File: src/design/sss_pkg.sv
// Shared types and constants for the sequential switch.
// Holds the item and configuration structs, the trigger state encoding and
// the position range tables. Depends on nothing.
package sss_pkg;

    localparam int VW = 16;
    localparam int VOLT = 1024;
    localparam int DEN_MAX = 10240;

    localparam logic signed [VW-1:0] LEVEL_HIGH = 16'sd1024;
    localparam logic signed [VW-1:0] LEVEL_LOW  = 16'sd0;

    localparam logic [1:0] REG_HOLD_MODE = 2'd0;
    localparam logic [1:0] REG_CV_RANGE  = 2'd1;
    localparam logic [1:0] REG_STEP_KNOB = 2'd2;

    localparam logic [1:0] RANGE_0_8V    = 2'd0;
    localparam logic [1:0] RANGE_0_6V    = 2'd1;
    localparam logic [1:0] RANGE_0_10V   = 2'd2;
    localparam logic [1:0] RANGE_BIPOLAR = 2'd3;

    localparam logic [3:0] KNOB_RESET = 4'd8;

    typedef enum logic [2:0] {
        TRIG_UNKNOWN = 3'b001,
        TRIG_LOW     = 3'b010,
        TRIG_HIGH    = 3'b100
    } t_trig_state;

    typedef struct packed {
        logic       hold_mode;
        logic [1:0] cv_range;
        logic [3:0] step_knob;
    } t_cfg;

    typedef struct packed {
        logic signed [VW-1:0] signal_in;
        logic signed [VW-1:0] position_cv;
        logic                 position_cv_on;
        logic signed [VW-1:0] up_level;
        logic                 up_on;
        logic signed [VW-1:0] down_level;
        logic                 down_on;
        logic signed [VW-1:0] restart_level;
        logic                 restart_on;
        logic signed [VW-1:0] count_cv;
        logic                 count_cv_on;
        logic [7:0]           button_levels;
    } t_item;

    function automatic logic signed [VW-1:0] range_lo(input logic [1:0] r);
        logic signed [VW-1:0] v;
        unique case (r)
            RANGE_0_8V:    v = 16'sd0;
            RANGE_0_6V:    v = 16'sd0;
            RANGE_0_10V:   v = 16'sd0;
            RANGE_BIPOLAR: v = -16'sd5120;
            default:       v = 16'sd0;
        endcase
        return v;
    endfunction

    function automatic logic [13:0] range_den(input logic [1:0] r);
        logic [13:0] v;
        unique case (r)
            RANGE_0_8V:    v = 14'd8192;
            RANGE_0_6V:    v = 14'd6144;
            RANGE_0_10V:   v = 14'd10240;
            RANGE_BIPOLAR: v = 14'd10240;
            default:       v = 14'd8192;
        endcase
        return v;
    endfunction

endpackage

File: src/design/sss_if.sv
// Valid/ready channel interfaces for the sequential switch.
// One carries input requests, the other result requests. No dependencies.
interface sss_in_if;
    logic                valid;
    logic                ready;
    logic signed [15:0]  signal_in;
    logic signed [15:0]  position_cv;
    logic                position_cv_on;
    logic signed [15:0]  up_level;
    logic                up_on;
    logic signed [15:0]  down_level;
    logic                down_on;
    logic signed [15:0]  restart_level;
    logic                restart_on;
    logic signed [15:0]  count_cv;
    logic                count_cv_on;
    logic [7:0]          button_levels;

    modport source(
        output valid, signal_in, position_cv, position_cv_on, up_level, up_on,
               down_level, down_on, restart_level, restart_on, count_cv,
               count_cv_on, button_levels,
        input  ready
    );
    modport sink(
        input  valid, signal_in, position_cv, position_cv_on, up_level, up_on,
               down_level, down_on, restart_level, restart_on, count_cv,
               count_cv_on, button_levels,
        output ready
    );
endinterface

interface sss_out_if;
    logic                valid;
    logic                ready;
    logic signed [15:0]  out_a;
    logic signed [15:0]  out_b;
    logic signed [15:0]  out_c;
    logic signed [15:0]  out_d;
    logic signed [15:0]  out_e;
    logic signed [15:0]  out_f;
    logic signed [15:0]  out_g;
    logic signed [15:0]  out_h;
    logic [2:0]          selected_step;

    modport source(
        output valid, out_a, out_b, out_c, out_d, out_e, out_f, out_g, out_h,
               selected_step,
        input  ready
    );
    modport sink(
        input  valid, out_a, out_b, out_c, out_d, out_e, out_f, out_g, out_h,
               selected_step,
        output ready
    );
endinterface

File: src/design/sequential_switch_one_to_eight.sv
// Sequential switch, one input to eight outputs: top level.
// Depends on sss_pkg, sss_if, sss_trig, sss_pos and sss_apb.
//
// Each request on i_in carries one sample of the routed voltage together with
// the position, gate, step count and button inputs. The block answers every
// request with one result request on o_out: the eight output voltages and the
// selected step. The user writes configuration through the APB-style port
// only while the block is idle; this is not enforced. pready is always high.
//
// A request is registered in the input register at the edge that accepts it;
// its result is registered in the output register when the request advances,
// once the result register is empty or being taken. One request is accepted in
// every cycle as long as the result side keeps taking results. When the
// receiver stalls, the pending result holds and one more request can wait in
// the input register; after that i_in.ready drops until the result is taken.
//
// Reset selects step 0, clears all outputs, puts every trigger in the unknown
// state and loads hold_mode 0, cv_range 0 and step_knob 8.
module sequential_switch_one_to_eight import sss_pkg::*; #(
    parameter int STEP_COUNT = 8
) (
    input  logic        i_clk,
    input  logic        i_rst_n,
    sss_in_if.sink      i_in,
    sss_out_if.source   o_out,
    input  logic        psel,
    input  logic        penable,
    input  logic        pwrite,
    input  logic [3:0]  paddr,
    input  logic [31:0] pwdata,
    output logic [31:0] prdata,
    output logic        pready
);

    localparam int CW  = $clog2(STEP_COUNT + 1);
    localparam int PW  = $clog2(STEP_COUNT);
    localparam int PSW = CW + 1;
    localparam int MW  = 2 * CW + 1;
    localparam int NH  = (STEP_COUNT < 8) ? STEP_COUNT : 8;
    localparam int SW  = (PW > 3) ? PW : 3;

    t_cfg w_cfg;

    t_item r_item;
    logic  r_s1_valid;
    logic  n_s1_valid;
    logic  r_out_valid;
    logic  n_out_valid;
    logic [PW-1:0] r_cur;
    logic [PW-1:0] n_cur;
    logic signed [VW-1:0] r_held [NH];
    logic signed [VW-1:0] n_held [NH];

    logic w_adv;
    logic w_in_acc;
    logic w_gate_en;
    logic [CW-1:0] w_n;
    logic [PW-1:0] w_pos;
    logic w_fire_up;
    logic w_fire_down;
    logic w_fire_restart;
    logic [STEP_COUNT-1:0] w_btn_fire;
    logic w_btn_hit;
    logic [PW-1:0] w_btn_idx;
    logic signed [PSW-1:0] w_p_gate;
    logic [MW-1:0] w_pu;
    logic [PW-1:0] w_mod;
    logic signed [VW-1:0] w_outs [8];
    logic [SW-1:0] w_sel;

    sss_apb u_apb (
        .i_clk   (i_clk),
        .i_rst_n (i_rst_n),
        .psel    (psel),
        .penable (penable),
        .pwrite  (pwrite),
        .paddr   (paddr),
        .pwdata  (pwdata),
        .prdata  (prdata),
        .pready  (pready),
        .o_cfg   (w_cfg)
    );

    assign w_adv    = r_s1_valid && (!r_out_valid || o_out.ready);
    assign i_in.ready = !r_s1_valid || w_adv;
    assign w_in_acc = i_in.valid && i_in.ready;

    assign n_s1_valid  = w_in_acc || (r_s1_valid && !w_adv);
    assign n_out_valid = w_adv || (r_out_valid && !o_out.ready);

    always_ff @(posedge i_clk) begin
        if (w_in_acc) begin
            r_item.signal_in      <= i_in.signal_in;
            r_item.position_cv    <= i_in.position_cv;
            r_item.position_cv_on <= i_in.position_cv_on;
            r_item.up_level       <= i_in.up_level;
            r_item.up_on          <= i_in.up_on;
            r_item.down_level     <= i_in.down_level;
            r_item.down_on        <= i_in.down_on;
            r_item.restart_level  <= i_in.restart_level;
            r_item.restart_on     <= i_in.restart_on;
            r_item.count_cv       <= i_in.count_cv;
            r_item.count_cv_on    <= i_in.count_cv_on;
            r_item.button_levels  <= i_in.button_levels;
        end
    end

    sss_pos #(.STEP_COUNT(STEP_COUNT)) u_pos (
        .i_cfg         (w_cfg),
        .i_count_cv    (r_item.count_cv),
        .i_count_cv_on (r_item.count_cv_on),
        .i_position_cv (r_item.position_cv),
        .o_count       (w_n),
        .o_pos         (w_pos)
    );

    assign w_gate_en = w_adv && !r_item.position_cv_on;

    sss_trig u_trig_up (
        .i_clk   (i_clk),
        .i_rst_n (i_rst_n),
        .i_en    (w_gate_en && r_item.up_on),
        .i_high  ($signed(r_item.up_level) >= LEVEL_HIGH),
        .i_low   ($signed(r_item.up_level) <= LEVEL_LOW),
        .o_fire  (w_fire_up)
    );

    sss_trig u_trig_down (
        .i_clk   (i_clk),
        .i_rst_n (i_rst_n),
        .i_en    (w_gate_en && r_item.down_on),
        .i_high  ($signed(r_item.down_level) >= LEVEL_HIGH),
        .i_low   ($signed(r_item.down_level) <= LEVEL_LOW),
        .o_fire  (w_fire_down)
    );

    sss_trig u_trig_restart (
        .i_clk   (i_clk),
        .i_rst_n (i_rst_n),
        .i_en    (w_gate_en && r_item.restart_on),
        .i_high  ($signed(r_item.restart_level) >= LEVEL_HIGH),
        .i_low   ($signed(r_item.restart_level) <= LEVEL_LOW),
        .o_fire  (w_fire_restart)
    );

    for (genvar gi = 0; gi < STEP_COUNT; gi++) begin : g_btn
        logic w_level;
        if (gi < 8) begin : g_wired
            assign w_level = r_item.button_levels[gi];
        end else begin : g_open
            assign w_level = 1'b0;
        end
        sss_trig u_trig_btn (
            .i_clk   (i_clk),
            .i_rst_n (i_rst_n),
            .i_en    (w_adv && (CW'(gi) < w_n)),
            .i_high  (w_level),
            .i_low   (!w_level),
            .o_fire  (w_btn_fire[gi])
        );
    end

    always_comb begin
        w_btn_hit = 1'b0;
        w_btn_idx = '0;
        for (int i = 0; i < STEP_COUNT; i++) begin
            if (w_btn_fire[i]) begin
                w_btn_hit = 1'b1;
                w_btn_idx = PW'(i);
            end
        end
    end

    always_comb begin
        w_p_gate = $signed(PSW'(r_cur));
        if (w_fire_up) w_p_gate = w_p_gate + PSW'(1);
        if (w_fire_down) w_p_gate = w_p_gate - PSW'(1);
        if (w_fire_restart) w_p_gate = '0;
    end

    // The gate position lies between -1 and STEP_COUNT, so one quotient of
    // at most STEP_COUNT brings it back into the active steps.
    assign w_pu = MW'(unsigned'(w_p_gate));

    always_comb begin
        logic [MW-1:0] w_base;
        w_base = '0;
        w_mod = '0;
        if (w_p_gate < 0) begin
            w_mod = PW'(w_n - CW'(1));
        end else begin
            for (int q = 0; q <= STEP_COUNT; q++) begin
                w_base = MW'(q) * MW'(w_n);
                if (w_pu >= w_base && w_pu < w_base + MW'(w_n)) begin
                    w_mod = PW'(w_pu - w_base);
                end
            end
        end
    end

    always_comb begin
        n_cur = r_cur;
        if (w_adv) begin
            priority if (w_btn_hit) n_cur = w_btn_idx;
            else if (r_item.position_cv_on) n_cur = w_pos;
            else n_cur = w_mod;
        end
    end

    always_comb begin
        for (int j = 0; j < NH; j++) begin
            n_held[j] = r_held[j];
            if (w_adv) begin
                if (n_cur == PW'(j)) n_held[j] = r_item.signal_in;
                else if (!w_cfg.hold_mode) n_held[j] = '0;
            end
        end
    end

    always_ff @(posedge i_clk) begin
        if (!i_rst_n) begin
            r_s1_valid  <= 1'b0;
            r_out_valid <= 1'b0;
            r_cur       <= '0;
            for (int j = 0; j < NH; j++) r_held[j] <= '0;
        end else begin
            r_s1_valid  <= n_s1_valid;
            r_out_valid <= n_out_valid;
            r_cur       <= n_cur;
            for (int j = 0; j < NH; j++) r_held[j] <= n_held[j];
        end
    end

    for (genvar go = 0; go < 8; go++) begin : g_out
        if (go < NH) begin : g_step
            assign w_outs[go] = r_held[go];
        end else begin : g_none
            assign w_outs[go] = '0;
        end
    end

    assign w_sel = SW'(r_cur);

    assign o_out.valid         = r_out_valid;
    assign o_out.out_a         = w_outs[0];
    assign o_out.out_b         = w_outs[1];
    assign o_out.out_c         = w_outs[2];
    assign o_out.out_d         = w_outs[3];
    assign o_out.out_e         = w_outs[4];
    assign o_out.out_f         = w_outs[5];
    assign o_out.out_g         = w_outs[6];
    assign o_out.out_h         = w_outs[7];
    assign o_out.selected_step = w_sel[2:0];

    a_step_in_count: assert property (@(posedge i_clk) disable iff (!i_rst_n)
        w_adv |=> r_cur < $past(w_n))
        else $error("selected step outside the active steps");

    a_stall_holds: assert property (@(posedge i_clk) disable iff (!i_rst_n)
        r_out_valid && !o_out.ready |=> $stable(r_cur) && $stable(r_held[0]))
        else $error("result state changed while the receiver stalled");

    a_ready_when_free: assert property (@(posedge i_clk) disable iff (!i_rst_n)
        !r_out_valid |-> i_in.ready)
        else $error("input stalled with an empty result register");

endmodule

File: src/design/sss_trig.sv
// Schmitt trigger cell with unknown, low and high states.
// Fires on a low-to-high crossing. Depends on sss_pkg.
module sss_trig import sss_pkg::*; (
    input  logic i_clk,
    input  logic i_rst_n,
    input  logic i_en,
    input  logic i_high,
    input  logic i_low,
    output logic o_fire
);

    t_trig_state r_state;
    t_trig_state n_state;

    assign o_fire = i_en && (r_state == TRIG_LOW) && i_high;

    always_comb begin
        n_state = r_state;
        if (i_en) begin
            unique case (r_state)
                TRIG_LOW: begin
                    if (i_high) n_state = TRIG_HIGH;
                end
                TRIG_HIGH: begin
                    if (i_low) n_state = TRIG_LOW;
                end
                TRIG_UNKNOWN: begin
                    if (i_high) n_state = TRIG_HIGH;
                    else if (i_low) n_state = TRIG_LOW;
                end
                default: n_state = TRIG_UNKNOWN;
            endcase
        end
    end

    always_ff @(posedge i_clk) begin
        if (!i_rst_n) begin
            r_state <= TRIG_UNKNOWN;
        end else begin
            r_state <= n_state;
        end
    end

    a_fire_goes_high: assert property (@(posedge i_clk) disable iff (!i_rst_n)
        o_fire |=> r_state == TRIG_HIGH)
        else $error("trigger fired without reaching high");

    a_idle_holds: assert property (@(posedge i_clk) disable iff (!i_rst_n)
        !i_en |=> $stable(r_state))
        else $error("trigger moved while not clocked");

    a_known_stays: assert property (@(posedge i_clk) disable iff (!i_rst_n)
        r_state != TRIG_UNKNOWN |=> r_state != TRIG_UNKNOWN)
        else $error("trigger fell back to unknown");

endmodule

File: src/design/sss_pos.sv
// Step count and position voltage rescale for the sequential switch.
// Rounds the count voltage, clamps the knob and maps the position voltage
// onto the active steps by threshold compares. Depends on sss_pkg.
module sss_pos import sss_pkg::*; #(
    parameter int STEP_COUNT = 8,
    localparam int CW = $clog2(STEP_COUNT + 1),
    localparam int PW = $clog2(STEP_COUNT)
) (
    input  t_cfg                 i_cfg,
    input  logic signed [VW-1:0] i_count_cv,
    input  logic                 i_count_cv_on,
    input  logic signed [VW-1:0] i_position_cv,
    output logic [CW-1:0]        o_count,
    output logic [PW-1:0]        o_pos
);

    localparam int NW = $clog2(2 * DEN_MAX * STEP_COUNT) + 1;
    localparam logic signed [17:0] CNT_MIN = 18'(VOLT);
    localparam logic signed [17:0] CNT_MAX = 18'(STEP_COUNT * VOLT);

    logic [4:0]         w_knob;
    logic signed [17:0] w_cnt_v;
    logic signed [17:0] w_cnt_sum;
    logic [CW-1:0]      w_n;
    logic [CW-1:0]      w_m;
    logic signed [17:0] w_lo;
    logic signed [17:0] w_hi;
    logic [13:0]        w_den;
    logic signed [17:0] w_v;
    logic [13:0]        w_u;
    logic [NW-1:0]      w_num2;
    logic [STEP_COUNT-1:0] w_ge;

    always_comb begin
        w_knob = {1'b0, i_cfg.step_knob};
        if (w_knob == 5'd0) w_knob = 5'd1;
        else if (w_knob > 5'(STEP_COUNT)) w_knob = 5'(STEP_COUNT);

        w_cnt_v = 18'(i_count_cv);
        if (w_cnt_v < CNT_MIN) w_cnt_v = CNT_MIN;
        else if (w_cnt_v > CNT_MAX) w_cnt_v = CNT_MAX;
        w_cnt_sum = w_cnt_v + 18'sd512;

        if (i_count_cv_on) w_n = CW'(w_cnt_sum[17:10]);
        else w_n = CW'(w_knob);
    end

    assign w_m = w_n - CW'(1);
    assign w_den = range_den(i_cfg.cv_range);
    assign w_lo = 18'(range_lo(i_cfg.cv_range));
    assign w_hi = w_lo + $signed({4'b0, w_den});

    always_comb begin
        w_v = 18'(i_position_cv);
        if (w_v < w_lo) w_v = w_lo;
        else if (w_v > w_hi) w_v = w_hi;
    end

    assign w_u = 14'(w_v - w_lo);
    assign w_num2 = NW'({w_u, 1'b0}) * NW'(w_m);

    // Position k is reached once the scaled voltage reaches (2k-1) half steps.
    always_comb begin
        w_ge = '0;
        for (int k = 1; k < STEP_COUNT; k++) begin
            w_ge[k] = w_num2 >= NW'(2 * k - 1) * NW'(w_den);
        end
    end

    assign o_count = w_n;
    assign o_pos = PW'($countones(w_ge));

endmodule

File: src/design/sss_apb.sv
// Configuration registers of the sequential switch behind an APB-style port.
// Depends on sss_pkg for the register map and configuration struct.
module sss_apb import sss_pkg::*; (
    input  logic        i_clk,
    input  logic        i_rst_n,
    input  logic        psel,
    input  logic        penable,
    input  logic        pwrite,
    input  logic [3:0]  paddr,
    input  logic [31:0] pwdata,
    output logic [31:0] prdata,
    output logic        pready,
    output t_cfg        o_cfg
);

    t_cfg r_cfg;
    t_cfg n_cfg;
    logic w_wr;

    assign pready = 1'b1;
    assign w_wr = psel && penable && pwrite;

    always_comb begin
        n_cfg = r_cfg;
        if (w_wr) begin
            unique case (paddr[3:2])
                REG_HOLD_MODE: n_cfg.hold_mode = pwdata[0];
                REG_CV_RANGE:  n_cfg.cv_range  = pwdata[1:0];
                REG_STEP_KNOB: n_cfg.step_knob = pwdata[3:0];
                default:       n_cfg = r_cfg;
            endcase
        end
    end

    always_comb begin
        unique case (paddr[3:2])
            REG_HOLD_MODE: prdata = 32'(r_cfg.hold_mode);
            REG_CV_RANGE:  prdata = 32'(r_cfg.cv_range);
            REG_STEP_KNOB: prdata = 32'(r_cfg.step_knob);
            default:       prdata = '0;
        endcase
    end

    always_ff @(posedge i_clk) begin
        if (!i_rst_n) begin
            r_cfg.hold_mode <= 1'b0;
            r_cfg.cv_range  <= RANGE_0_8V;
            r_cfg.step_knob <= KNOB_RESET;
        end else begin
            r_cfg <= n_cfg;
        end
    end

    assign o_cfg = r_cfg;

endmodule
File: src/flat_wrapper.sv
// flat-port wrapper written by rule: the top's interface ports become plain ports
module sequential_switch_one_to_eight_flat import sss_pkg::*;
#(
    parameter int STEP_COUNT = 8
)
  (i_clk, i_rst_n, psel, penable, pwrite, paddr, pwdata, prdata, pready, i_in_valid, i_in_signal_in, i_in_position_cv, i_in_position_cv_on, i_in_up_level, i_in_up_on, i_in_down_level, i_in_down_on, i_in_restart_level, i_in_restart_on, i_in_count_cv, i_in_count_cv_on, i_in_button_levels, i_in_ready, o_out_valid, o_out_out_a, o_out_out_b, o_out_out_c, o_out_out_d, o_out_out_e, o_out_out_f, o_out_out_g, o_out_out_h, o_out_selected_step, o_out_ready);
  sss_in_if i_in_i ();
  sss_out_if o_out_i ();
  input  logic i_clk;
  input  logic i_rst_n;
  input  logic psel;
  input  logic penable;
  input  logic pwrite;
  input  logic [3:0] paddr;
  input  logic [31:0] pwdata;
  output logic [31:0] prdata;
  output logic pready;
  input wire logic [$bits(i_in_i.valid)-1:0] i_in_valid;
  input wire logic [$bits(i_in_i.signal_in)-1:0] i_in_signal_in;
  input wire logic [$bits(i_in_i.position_cv)-1:0] i_in_position_cv;
  input wire logic [$bits(i_in_i.position_cv_on)-1:0] i_in_position_cv_on;
  input wire logic [$bits(i_in_i.up_level)-1:0] i_in_up_level;
  input wire logic [$bits(i_in_i.up_on)-1:0] i_in_up_on;
  input wire logic [$bits(i_in_i.down_level)-1:0] i_in_down_level;
  input wire logic [$bits(i_in_i.down_on)-1:0] i_in_down_on;
  input wire logic [$bits(i_in_i.restart_level)-1:0] i_in_restart_level;
  input wire logic [$bits(i_in_i.restart_on)-1:0] i_in_restart_on;
  input wire logic [$bits(i_in_i.count_cv)-1:0] i_in_count_cv;
  input wire logic [$bits(i_in_i.count_cv_on)-1:0] i_in_count_cv_on;
  input wire logic [$bits(i_in_i.button_levels)-1:0] i_in_button_levels;
  output wire logic [$bits(i_in_i.ready)-1:0] i_in_ready;
  output wire logic [$bits(o_out_i.valid)-1:0] o_out_valid;
  output wire logic [$bits(o_out_i.out_a)-1:0] o_out_out_a;
  output wire logic [$bits(o_out_i.out_b)-1:0] o_out_out_b;
  output wire logic [$bits(o_out_i.out_c)-1:0] o_out_out_c;
  output wire logic [$bits(o_out_i.out_d)-1:0] o_out_out_d;
  output wire logic [$bits(o_out_i.out_e)-1:0] o_out_out_e;
  output wire logic [$bits(o_out_i.out_f)-1:0] o_out_out_f;
  output wire logic [$bits(o_out_i.out_g)-1:0] o_out_out_g;
  output wire logic [$bits(o_out_i.out_h)-1:0] o_out_out_h;
  output wire logic [$bits(o_out_i.selected_step)-1:0] o_out_selected_step;
  input wire logic [$bits(o_out_i.ready)-1:0] o_out_ready;
  assign i_in_i.valid = i_in_valid;
  assign i_in_i.signal_in = i_in_signal_in;
  assign i_in_i.position_cv = i_in_position_cv;
  assign i_in_i.position_cv_on = i_in_position_cv_on;
  assign i_in_i.up_level = i_in_up_level;
  assign i_in_i.up_on = i_in_up_on;
  assign i_in_i.down_level = i_in_down_level;
  assign i_in_i.down_on = i_in_down_on;
  assign i_in_i.restart_level = i_in_restart_level;
  assign i_in_i.restart_on = i_in_restart_on;
  assign i_in_i.count_cv = i_in_count_cv;
  assign i_in_i.count_cv_on = i_in_count_cv_on;
  assign i_in_i.button_levels = i_in_button_levels;
  assign i_in_ready = i_in_i.ready;
  assign o_out_valid = o_out_i.valid;
  assign o_out_out_a = o_out_i.out_a;
  assign o_out_out_b = o_out_i.out_b;
  assign o_out_out_c = o_out_i.out_c;
  assign o_out_out_d = o_out_i.out_d;
  assign o_out_out_e = o_out_i.out_e;
  assign o_out_out_f = o_out_i.out_f;
  assign o_out_out_g = o_out_i.out_g;
  assign o_out_out_h = o_out_i.out_h;
  assign o_out_selected_step = o_out_i.selected_step;
  assign o_out_i.ready = o_out_ready;
  sequential_switch_one_to_eight #(.STEP_COUNT(STEP_COUNT)) u_core (.i_clk(i_clk), .i_rst_n(i_rst_n), .i_in(i_in_i), .o_out(o_out_i), .psel(psel), .penable(penable), .pwrite(pwrite), .paddr(paddr), .pwdata(pwdata), .prdata(prdata), .pready(pready));
endmodule
File: config.mk
export PLATFORM = sky130hd
export DESIGN_NAME = sequential_switch_one_to_eight_flat
export DESIGN_NICKNAME = d
export VERILOG_FILES = /design/src/design/sss_pkg.sv /design/src/design/sss_if.sv /design/src/design/sequential_switch_one_to_eight.sv /design/src/design/sss_trig.sv /design/src/design/sss_pos.sv /design/src/design/sss_apb.sv /design/src/flat_wrapper.sv
export SDC_FILE = /design/constraint.sdc
export NUM_CORES = 1
export LEC_CHECK = 0
export ABC_AREA = 1
export BUFFER_PORTS_ARGS = -buffer_cell sky130_fd_sc_hd__clkbuf_2
export CAP_MARGIN = 15
export CORE_ASPECT_RATIO = 1.25
export CORE_MARGIN = 3
export CORE_UTILIZATION = 25
export CTS_CLUSTER_SIZE = 30
export DETAILED_ROUTE_END_ITERATION = 7
export GPL_TIMING_DRIVEN = 0
export SLEW_MARGIN = 20
export SYNTH_ARGS = -nofsm -noshare
export SYNTH_HDL_FRONTEND = slang
export SYNTH_HIERARCHICAL = 1
export SYNTH_SLANG_ARGS = --single-unit
File: constraint.sdc
create_clock -name i_clk -period 27.6 [get_ports i_clk]
set_input_delay 5.52 -clock i_clk [delete_from_list [all_inputs] [get_ports i_clk]]
set_output_delay 5.52 -clock i_clk [all_outputs]
set_load 0.02 [all_outputs]
==> qor.yml, run 1 <==
worst_ep_required_time_ns: 22.08
setup_viol: 0
cts_tree: "built"
routabilityCongestion: 0.867
ir_drop_v: 0.0000553
slew_headroom: 0.315
fp-row-count: 112
cpLargestDelayFamily: "buffers and inverters"
endpoint_kind: "primary output"
grtUsageMet1: 0.157
drt_iter0_drc: 1033
cts_hold_buf: 0
synthCells: 2380
whs_ns: 0.475
use_met3: 0.0328
h-tree-depth: 1
overflow: 0
grt_usage: 0.140
seqPwrFrac: 0.330
holdPathStages: 2
critPathLaunchType: "input pin"
p_sw_uw: 539
fmax_mhz: 85.3
ys_types: 57
rsz0062_at_grt: "no"
drc: 0
clock_skew_ns: 0.0143
clk_pin_slew_ns: 0.06
path_buf_inv: 3
hold_path_class: "reg2reg"
grt_pass1_wl_um: 88600
die_area_um2: 79200
root_buffer: "clkbuf_16"
path_cells: "clkbuf_2 > inv_2 > nor2_2 > nand2_1 > nand3_1 > clkbuf_2"
vias_per_cell: 4.59
wl_per_cell_um: 15.4
place_inst: 3635
p_int_uw: 897
synth_area_um2: 19000
critical_path.most_common_cell: "clkbuf_2"
path_depth: 6
drt_wl_total_um: 56900
chipHeight_um: 314
grt_pass1_vias: 16367
finalMaxSlewViolations: 0
cts_sinks: 282
reg2regPathDepth: 45
crit_path_max_incr_delay_ns: 0.17
switching_share: 0.375
ios: 318
hold_viol: 0
outcome: "completed"
nets: 3028
synth_edf_count: 109
finalInstanceArea_um2: 22700
path_class: "in2out"
drt_pass1_iterations: 7
layout_worst_path_cycle_share: 0.425
synth_flop_cell: "dfxtp_1"
numCtsBuffers: 31
core-area_um2: 74800
post_cts_buffers: 0
tns_ns: 0
met2_usage: 0.261
syn2layout_area_growth_pct: 19.7
clock_latency_ns: 0.59
dp_hpwl_um: 44100
drive_gt1_frac: 0.211
cpMaxStageDelayCell: "clkbuf_2"
async_flop_share: 0
ant_nets: 0
grt_antenna_before_repair: 1
cts_resized: 0
start_util: 0.253
leakage_uw: 0.0104
worstMarginPinSlew_ns: 1.02
top_usage_layer: "met2"
ys_ff_latch: 282
crit_arrival_ns: 6.21
powerDensity_nw_per_um2: 63.3
ys_seq_area_frac: 0.355
final_util: 0.303
max-cap-violations: 0
min_period_ns: 11.73
grt_max_degree: 78
final_cells: 3695
placed_area_um2: 21600
yosysWarningCount: 6
vias: 16957
io_buffers: 258
cp_max_fo: 5
cts_buffer_depth: 3
clkPwrFrac: 0.307
die_w_um: 252
syn_area_per_cell_um2: 7.97
power_frac_comb: 0.363
==> cells in the mapped netlist, types with 16 or more instances <==
| master | count | share of area |
|---|---|---|
| buf_6 | 16 | 0.0095 |
| edfxtp_1 | 109 | 0.17 |
| inv_2 | 23 | 0.0046 |
| clkbuf_1 | 20 | 0.0040 |
| nand2_1 | 411 | 0.081 |
| a21oi_1 | 200 | 0.053 |
| fa_1 | 41 | 0.043 |
| nor2_2 | 31 | 0.010 |
| buf_4 | 44 | 0.017 |
| nand3_1 | 341 | 0.090 |
| nand4_1 | 92 | 0.030 |
| nand2_4 | 27 | 0.016 |
| nand3_2 | 28 | 0.015 |
| xnor2_1 | 17 | 0.0079 |
| inv_1 | 305 | 0.060 |
| nand2_2 | 25 | 0.0082 |
| ha_1 | 136 | 0.090 |
| nor2_1 | 173 | 0.034 |
| buf_2 | 28 | 0.0074 |
| o21ai_0 | 24 | 0.0063 |
| dfxtp_1 | 173 | 0.18 |
==> path summary, 6_finish.rpt <==
| path | endpoint | slack (ns) | startpoint |
|---|---|---|---|
| min | u_core/r_held[0][57] | 0.47 | u_core/r_held[0][57] |
| max | prdata[0] | 15.87 | paddr[3] |
| min reg2reg | u_core/r_held[0][57] | 0.47 | u_core/r_held[0][57] |
| max reg2reg | u_core/r_held[0][39] | 16.93 | u_core/u_apb/o_cfg[5] |
==> per-stage QoR <==
| stage | setup WS (ns) | power [uW] |
|---|---|---|
| finish | 15.87 | 1440 |
| global route | 15.33 | 1530 |
| CTS | 15.86 | 1450 |
| detailed placement | 15.38 | 1000 |
| global placement | 15.09 | 1000 |
| floorplan | 16.14 | 849 |
==> layer usage <==
| metal | part of all wire | routed length, um | vias to the layer above |
|---|---|---|---|
| li1 | - | - | 8525 |
| met1 | 0.39 | 22200 | 7888 |
| met2 | 0.51 | 29100 | 448 |
| met3 | 0.067 | 3820 | 96 |
| met4 | 0.033 | 1850 | 0 |
| met5 | 0 | 0 | - |
==> sequential cells by signal, indices dropped and copies added, names as in the netlist, 3 cells and up <==
register	cells
u_core/r_held	128
u_core/r_item	101
u_core/g_btn.u_trig_btn/r_state	24
u_core/g_btn.w_level	8
u_core/u_apb/o_cfg	7
u_core/o_out.selected_step	3
u_core/u_trig_down/r_state	3
u_core/u_trig_restart/r_state	3
u_core/u_trig_up/r_state	3
==> worst reg2reg max path: cells and delay by family (launching register included) <==
family / cells / cell delay [ns]
AND/OR/NAND/NOR: 21 / 2.71
adder cells (fa/ha/maj): 12 / 4.97
XOR/XNOR: 2 / 0.96
buffers and inverters: 6 / 0.87
AO/OA/AOI/OAI: 4 / 0.63
flip-flops: 1 / 0.39
==> kinds of logic (layout without fill, tap and decap cells) <==
logic type	after synthesis	after routing	share of synthesized area
AOI/OAI and AO/OA	258	258	0.0750
DFF	282	282	0.355
other	2	31	0.000396
and+or+nand+nor	1183	1183	0.316
xor gates and xnor gates	30	30	0.0143
adders and majority gates	177	177	0.133
buffers and inverters	448	765	0.106
==> power groups by stage <==
stage          registers, uW  logic [uW]  clock network [uW]
2_1_floorplan            491         358                   0
3_3_place_gp             484         517                   0
3_5_place_dp             483         520                   0
4_1_cts                  474         523                 457
5_1_grt                  477         585                 472
6_report                 474         521                 441
==> layout by cell type (no fill, tap or decap), drive strengths merged, types with 2 or more instances in the layout <==
cell type | netlist | final
a211oi | 2 | 2
a21o | 4 | 4
a21oi | 203 | 203
a31oi | 3 | 3
and2 | 3 | 3
buf | 99 | 100
bufinv | 0 | 3
clkbuf | 20 | 319
clkinv | 1 | 6
clkinvlp | 0 | 5
conb | 2 | 29
dfxtp | 173 | 173
diode | 0 | 2
edfxtp | 109 | 109
fa | 41 | 41
ha | 136 | 136
inv | 328 | 332
nand2 | 463 | 463
nand3 | 383 | 383
nand3b | 5 | 5
nand4 | 96 | 96
nor2 | 210 | 210
nor3 | 5 | 5
nor3b | 3 | 3
nor4 | 9 | 9
o211ai | 2 | 2
o21ai | 27 | 27
o21bai | 4 | 4
o22ai | 2 | 2
o31ai | 2 | 2
o41ai | 4 | 4
or2 | 5 | 5
xnor2 | 17 | 17
xor2 | 13 | 13
==> final cells by class <==
| cell class | count | area, um2 |
|---|---|---|
| antenna | 2 | 5.00 |
| sequential | 282 | 6740 |
| buffer | 119 | 767 |
| tap | 969 | 1210 |
| timing repair buffer | 259 | 1320 |
| multi-input combinational | 1677 | 10300 |
| inverter | 329 | 1240 |
| fill | 8098 | 52100 |
| clock buffer | 41 | 896 |
| clock inverter | 17 | 188 |
Note: power is estimated with default switching activity, not from simulation.
==> run 2: changes to the inputs <==
==> constraint.sdc (replaced) <==
create_clock -name i_clk -period 9.9 [get_ports i_clk]
set_input_delay 1.98 -clock i_clk [delete_from_list [all_inputs] [get_ports i_clk]]
set_output_delay 1.98 -clock i_clk [all_outputs]
set_load 0.02 [all_outputs]
==> run 2 against run 1 <==
  * Power grew to 2.8 times the previous value
  * Via count increased by 0.51%
  * Cell count is 0.57% higher
  * Design area up 2.0%
  * Core utilization up 0.60 points
  * Wire length up 1.3%
  * Largest cell class unchanged
==> qor.yml, run 2 (synthesis gave the netlist of run 1 again) <==
fillCellCount: 8073  # -0.31%
seqPwrFrac: 0.323  # -0.007
cts_buffer_depth: 3  # unchanged
cpMaxStageDelayCell: "fa_2"
cp_max_fo: 8  # +3
drive_gt1_frac: 0.229  # +0.0172
grt_usage: 0.141  # +0.000360
leakage_uw: 0.0105  # +1.4%
crit_arrival_ns: 9.92  # +3.71 ns
final_common_cell: "nand2_1"
drc: 0  # unchanged
slew_headroom: 0.439  # +0.123
max-cap-violations: 0  # unchanged
layout_worst_path_cycle_share: 0.949
io_buffers: 258  # unchanged
wl_per_cell_um: 15.5  # +0.69%
vias: 17044  # +0.51%
h-tree-depth: 1  # unchanged
max_flop_register: "u_core/r_held"
fp-row-count: 112  # unchanged
hold_path_class: "reg2reg"
switching_share: 0.375  # about the same
clkPwrFrac: 0.301  # -0.006
total_power_uw: 4090  # +180%
overflow: 0  # unchanged
grt_max_degree: 78  # unchanged
clock_skew_ns: 0.0123  # -0.00197 ns
root_buffer: "clkbuf_16"
ir_drop_v: 0.000169  # +210%
powerDensity_nw_per_um2: 177  # +180%
dp_hpwl_um: 44100  # unchanged
nets: 3050  # +0.73%
p_sw_uw: 1540  # +180%
drt_pass1_iterations: 5  # -2
grt_pass1_wl_um: 88800  # +0.23%
clock_latency_ns: 0.59  # about the same
cts_hold_buf: 0  # unchanged
rsz0062_at_grt: "yes"
worst_ep_required_time_ns: 10.42  # -11.66 ns
p_int_uw: 2560  # +180%
syn2layout_area_growth_pct: 22.1
cts_tree: "built"
final_util: 0.309  # +0.00604
ant_nets: 0  # unchanged
routabilityCongestion: 0.867  # unchanged
top_regs: "u_core/r_held (128), u_core/r_item (101), u_core/g_btn.u_trig_btn/r_state (24)"
min_period_ns: 9.40
chipHeight_um: 314  # unchanged
reg2reg_slack_ns: 0.50  # -16.43 ns
drt_wl_total_um: 57600  # +1.3%
fmax_mhz: 106
path_class: "reg2reg"
start_util: 0.253  # unchanged
endpoint_kind: "register"
numCtsBuffers: 31  # unchanged
worstMarginPinSlew_ns: 0.841  # -0.184 ns
clk_pin_slew_ns: 0.06  # about the same
hold_viol: 0  # unchanged
ios: 318  # unchanged
whs_ns: 0.474  # -0.000109 ns
vias_per_cell: 4.59  # about the same
final_cell_mix: "nand2_1, nand3_1, inv_1"
die_area_um2: 79200  # unchanged
critical_path.most_common_cell: "nand2_1"
crit_path_max_incr_delay_ns: 0.61  # +0.44 ns
die_w_um: 252  # unchanged
finalMaxSlewViolations: 0  # unchanged
drt_iter0_drc: 1089  # +5.4%
core-area_um2: 74800  # unchanged
power_frac_comb: 0.376  # +0.013
placed_area_um2: 21600  # unchanged
largest_register_ff_count: 128  # unchanged
outcome: "completed"
grt_pass1_vias: 16400  # +0.20%
setup_viol: 0  # unchanged
cts_sinks: 282  # unchanged
critPathLaunchType: "register"
grt_antenna_before_repair: 1  # unchanged
place_inst: 3635  # unchanged
final_cells: 3716  # +0.57%
finalInstanceArea_um2: 23100  # +2.0%
==> run 2: changes by cell type in the layout (fill, tap and decap cells not counted), sizes merged <==
cell | before | now
buf | 100 | 121
clkinv | 6 | 5
clkinvlp | 5 | 7
diode | 2 | 1
inv | 332 | 331
nand2 | 463 | 464
==> run 2: critical path: cells and delay by family (launching register included) <==
kind	cells	cell delay, ns
xor+xnor	2	0.48
fa+ha+maj	12	4.88
compound gates	3	0.32
flops	1	0.37
buf+inv	7	0.71
simple gates	24	2.53
==> run 2: power groups by stage <==
| stage | Sequential (uW) | Combinational (uW) | Clock, uW |
|---|---|---|---|
| finish | 1320 | 1540 | 1230 |
| global route | 1330 | 1720 | 1320 |
| CTS | 1320 | 1490 | 1270 |
| detailed placement | 1350 | 1450 | 0 |
| global placement | 1350 | 1440 | 0 |
| floorplan | 1370 | 998 | 0 |
==> run 2: cell type report <==
cell class	instances	area, um2	area share
Clock buffer	41	896	0.0387
Sequential cell	282	6740	0.291
Timing Repair Buffer	282	1510	0.0653
Tap cell	969	1210	0.0524
Buffer	117	769	0.0333
Clock inverter	17	188	0.00811
Multi-Input combinational cell	1678	10600	0.457
Inverter	329	1250	0.0542
Antenna cell	1	2.50	0.000108
==> run 2: worst paths after layout <==
| path | start | to | depth (start not counted) |
|---|---|---|---|
| setup / recovery | u_core/u_apb/o_cfg[5] | u_core/r_held[1][46] | 48 |
| hold / removal | u_core/r_held[0][57] | u_core/r_held[0][57] | 2 |
| setup reg to reg | u_core/u_apb/o_cfg[5] | u_core/r_held[1][46] | 48 |
| hold reg to reg | u_core/r_held[0][57] | u_core/r_held[0][57] | 2 |
==> run 2: metal layers <==
| metal | wire length (um) | track usage | vias to the layer above |
|---|---|---|---|
| li1 | - | - | 8563 |
| met1 | 22300 | 0.157 | 7944 |
| met2 | 29600 | 0.261 | 442 |
| met3 | 3890 | 0.0328 | 95 |
| met4 | 1860 | 0.0473 | 0 |
| met5 | 0 | 0 | - |
==> run 2: repair_timing <==
| action | in CTS | in global routing |
|---|---|---|
| setup buffers | 5 | 15 |
| gates cloned | 0 | 4 |
| setup endpoints to repair | 131 | 131 |
| hold endpoints to repair | 0 | 0 |
| pin swaps | 3 | 10 |
| gates resized for setup | 12 | 47 |
==> run 2: through the flow <==
stage                     setup WS (ns)  setup TNS, ns
final                             0.501              0
after global routing            -0.0237        -0.0883
after CTS                        0.0231              0
after detailed placement         -0.735         -77.50
after global placement           -0.692         -74.27
after floorplan                    1.13              0
==> run 3: changes to the inputs <==
--- a/config.mk
+++ b/config.mk
@@ -8,12 +8,14 @@
 export ABC_AREA = 1
 export BUFFER_PORTS_ARGS = -buffer_cell sky130_fd_sc_hd__clkbuf_2
 export CAP_MARGIN = 15
+export CELL_PAD_IN_SITES_DETAIL_PLACEMENT = 1
+export CELL_PAD_IN_SITES_GLOBAL_PLACEMENT = 2
 export CORE_ASPECT_RATIO = 1.25
-export CORE_MARGIN = 3
 export CORE_UTILIZATION = 25
 export CTS_CLUSTER_SIZE = 30
 export DETAILED_ROUTE_END_ITERATION = 7
 export GPL_TIMING_DRIVEN = 0
+export PLACE_DENSITY_LB_ADDON = 0.1
 export SLEW_MARGIN = 20
 export SYNTH_ARGS = -nofsm -noshare
 export SYNTH_HDL_FRONTEND = slang
==> run 3 against run 2 <==
  * Clock-buffer cell count up 11
  * Core utilization increased by 0.29 points
  * Die area down 2.8%
  * Critical endpoint is now u_core/r_held[0][58]
==> qor.yml, run 3 (synthesis gave the netlist of run 1 again) <==
numCtsBuffers: 35  # +13%
overflow: 0  # unchanged
root_buffer: "clkbuf_16"
worstMarginPinSlew_ns: 0.871  # +0.0298 ns
fillCellCount: 9124  # +13%
critPathLaunchType: "register"
cpLargestDelayFamily: "adder cells"
total_power_uw: 4130  # +0.92%
hold_path_class: "reg2reg"
io_buffers: 258  # unchanged
largest_register_ff_count: 128  # unchanged
crit_path_max_incr_delay_ns: 0.55  # -0.06 ns
multi_input_area_um2: 10600  # +0.51%
grt_max_degree: 64  # -18%
worst_ep_required_time_ns: 10.32  # -0.10 ns
setup_viol: 0  # unchanged
clock_latency_ns: 0.56  # -0.03 ns
cts_tree: "built"
dp_worst_setup_slack_ns: -0.966  # -0.231 ns
final_cell_mix: "nand2_1, nand3_1, inv_1"
ios: 318  # unchanged
whs_ns: 0.463  # -0.0116 ns
worst_slack_ns: 0.675  # +0.174 ns
min_period_ns: 9.22  # -0.174 ns
chipHeight_um: 310  # -1.3%
cpMaxStageDelayCell: "fa_1"
syn2layout_area_growth_pct: 23.2
max-cap-violations: 0  # unchanged
grt_usage: 0.177  # +0.0361
ir_drop_v: 0.000127  # -25%
h-tree-depth: 2  # +1
drive_gt1_frac: 0.233  # +0.00402
path_class: "reg2reg"
leakage_uw: 0.0106  # +0.78%
final_common_cell: "nand2_1"
clock_skew_ns: 0.0264  # +0.0140 ns
drt_wl_total_um: 68300  # +18%
top_regs: "u_core/r_held (128), u_core/r_item (101), u_core/g_btn.u_trig_btn/r_state (24)"
vias: 17291  # +1.4%
outcome: "completed"
endpoint_kind: "register"
critical_path.most_common_cell: "nand2_1"
crit_arrival_ns: 9.64  # -0.28 ns
powerDensity_nw_per_um2: 177  # about the same
drc: 0  # unchanged
drt_pass1_iterations: 7  # +2
cts_sinks: 282  # unchanged
grt_pass1_wl_um: 104000  # +18%
layout_worst_path_cycle_share: 0.932  # -0.0176
die_area_um2: 77000  # -2.8%
vias_per_cell: 4.63  # +0.99%
finalInstanceArea_um2: 23400  # +0.95%
nets: 3067  # +0.56%
path_buf_inv: 8  # +1
max_flop_register: "u_core/r_held"
tns_ns: 0  # unchanged
hold_viol: 0  # unchanged
clk_pin_slew_ns: 0.06  # about the same
drt_iter0_drc: 670  # -38%
seq_area_um2: 6740  # about the same
wl_per_cell_um: 18.3  # +18%
cp_max_fo: 8  # unchanged
start_util: 0.253  # unchanged
ant_nets: 0  # unchanged
cts_buffer_depth: 3  # unchanged
grt_pass1_vias: 18270  # +11%
placed_area_um2: 21600  # about the same
slew_headroom: 0.412  # -0.0269
routabilityCongestion: 0.765  # -12%
grt_antenna_before_repair: 2  # +1
die_w_um: 248  # -1.6%
finalMaxSlewViolations: 0  # unchanged
core-area_um2: 74800  # unchanged
fp-row-count: 112  # unchanged
fmax_mhz: 108  # +1.9%
dp_hpwl_um: 52500  # +19%
## run 3: layout make-up
| cell class | count | share of cell area |
|---|---|---|
| sequential | 282 | 0.289 |
| tap | 969 | 0.0519 |
| clock buffer | 52 | 0.0428 |
| clock inverter | 10 | 0.00386 |
| multi-input combinational | 1678 | 0.455 |
| timing repair buffer | 293 | 0.0691 |
| antenna | 1 | 0.000107 |
| inverter | 329 | 0.0539 |
| buffer | 119 | 0.0349 |
## run 3: metal layers
metal	share of wire	up-vias	global-route usage	wire (um)
li1	-	8587	-	-
met1	0.41	8316	0.202	27700
met2	0.51	304	0.318	34700
met3	0.061	80	0.0474	4170
met4	0.025	4	0.0537	1690
met5	0.00038	-	0	26
## run 3: metrics by stage
stage,utilization,std cells
5_1_grt,0.312,3732
3_3_place_gp,0.288,3634
3_5_place_dp,0.289,3636
6_report,0.312,3733
2_1_floorplan,-,2407
4_1_cts,0.306,3703
## run 3: where the power goes
group	switching [uW]	internal, uW
logic	991	562
registers	47.6	1270
clock network	528	727
## run 3: path summary, 6_finish.rpt
kind | start | end | slack [ns] | cells past startpoint
worst min-delay path | u_core/r_s1_valid | u_core/o_out.valid | 0.46 | 2
worst max-delay path | u_core/u_apb/o_cfg[5] | u_core/r_held[0][58] | 0.68 | 46
worst min register to register | u_core/r_s1_valid | u_core/o_out.valid | 0.46 | 2
worst max register to register | u_core/u_apb/o_cfg[5] | u_core/r_held[0][58] | 0.68 | 46
## run 3: worst reg2reg max path: cells and delay by family (launching register included)
family	cells	cell delay, ns
and+or+nand+nor	20	2.18
AOI/OAI and AO/OA	4	0.58
DFF	1	0.40
adders and majority gates	12	4.65
xor gates and xnor gates	2	0.42
buffers and inverters	8	0.88
## run 3: timing repair
item | CTS | global route
hold buffers | 0 | 0
endpoints found under the setup margin | 131 | 131
pin swaps | 5 | 18
buffers inserted | 5 | 25
resized for setup | 23 | 61
cloned | 0 | 4
hold endpoints to repair | 0 | 0
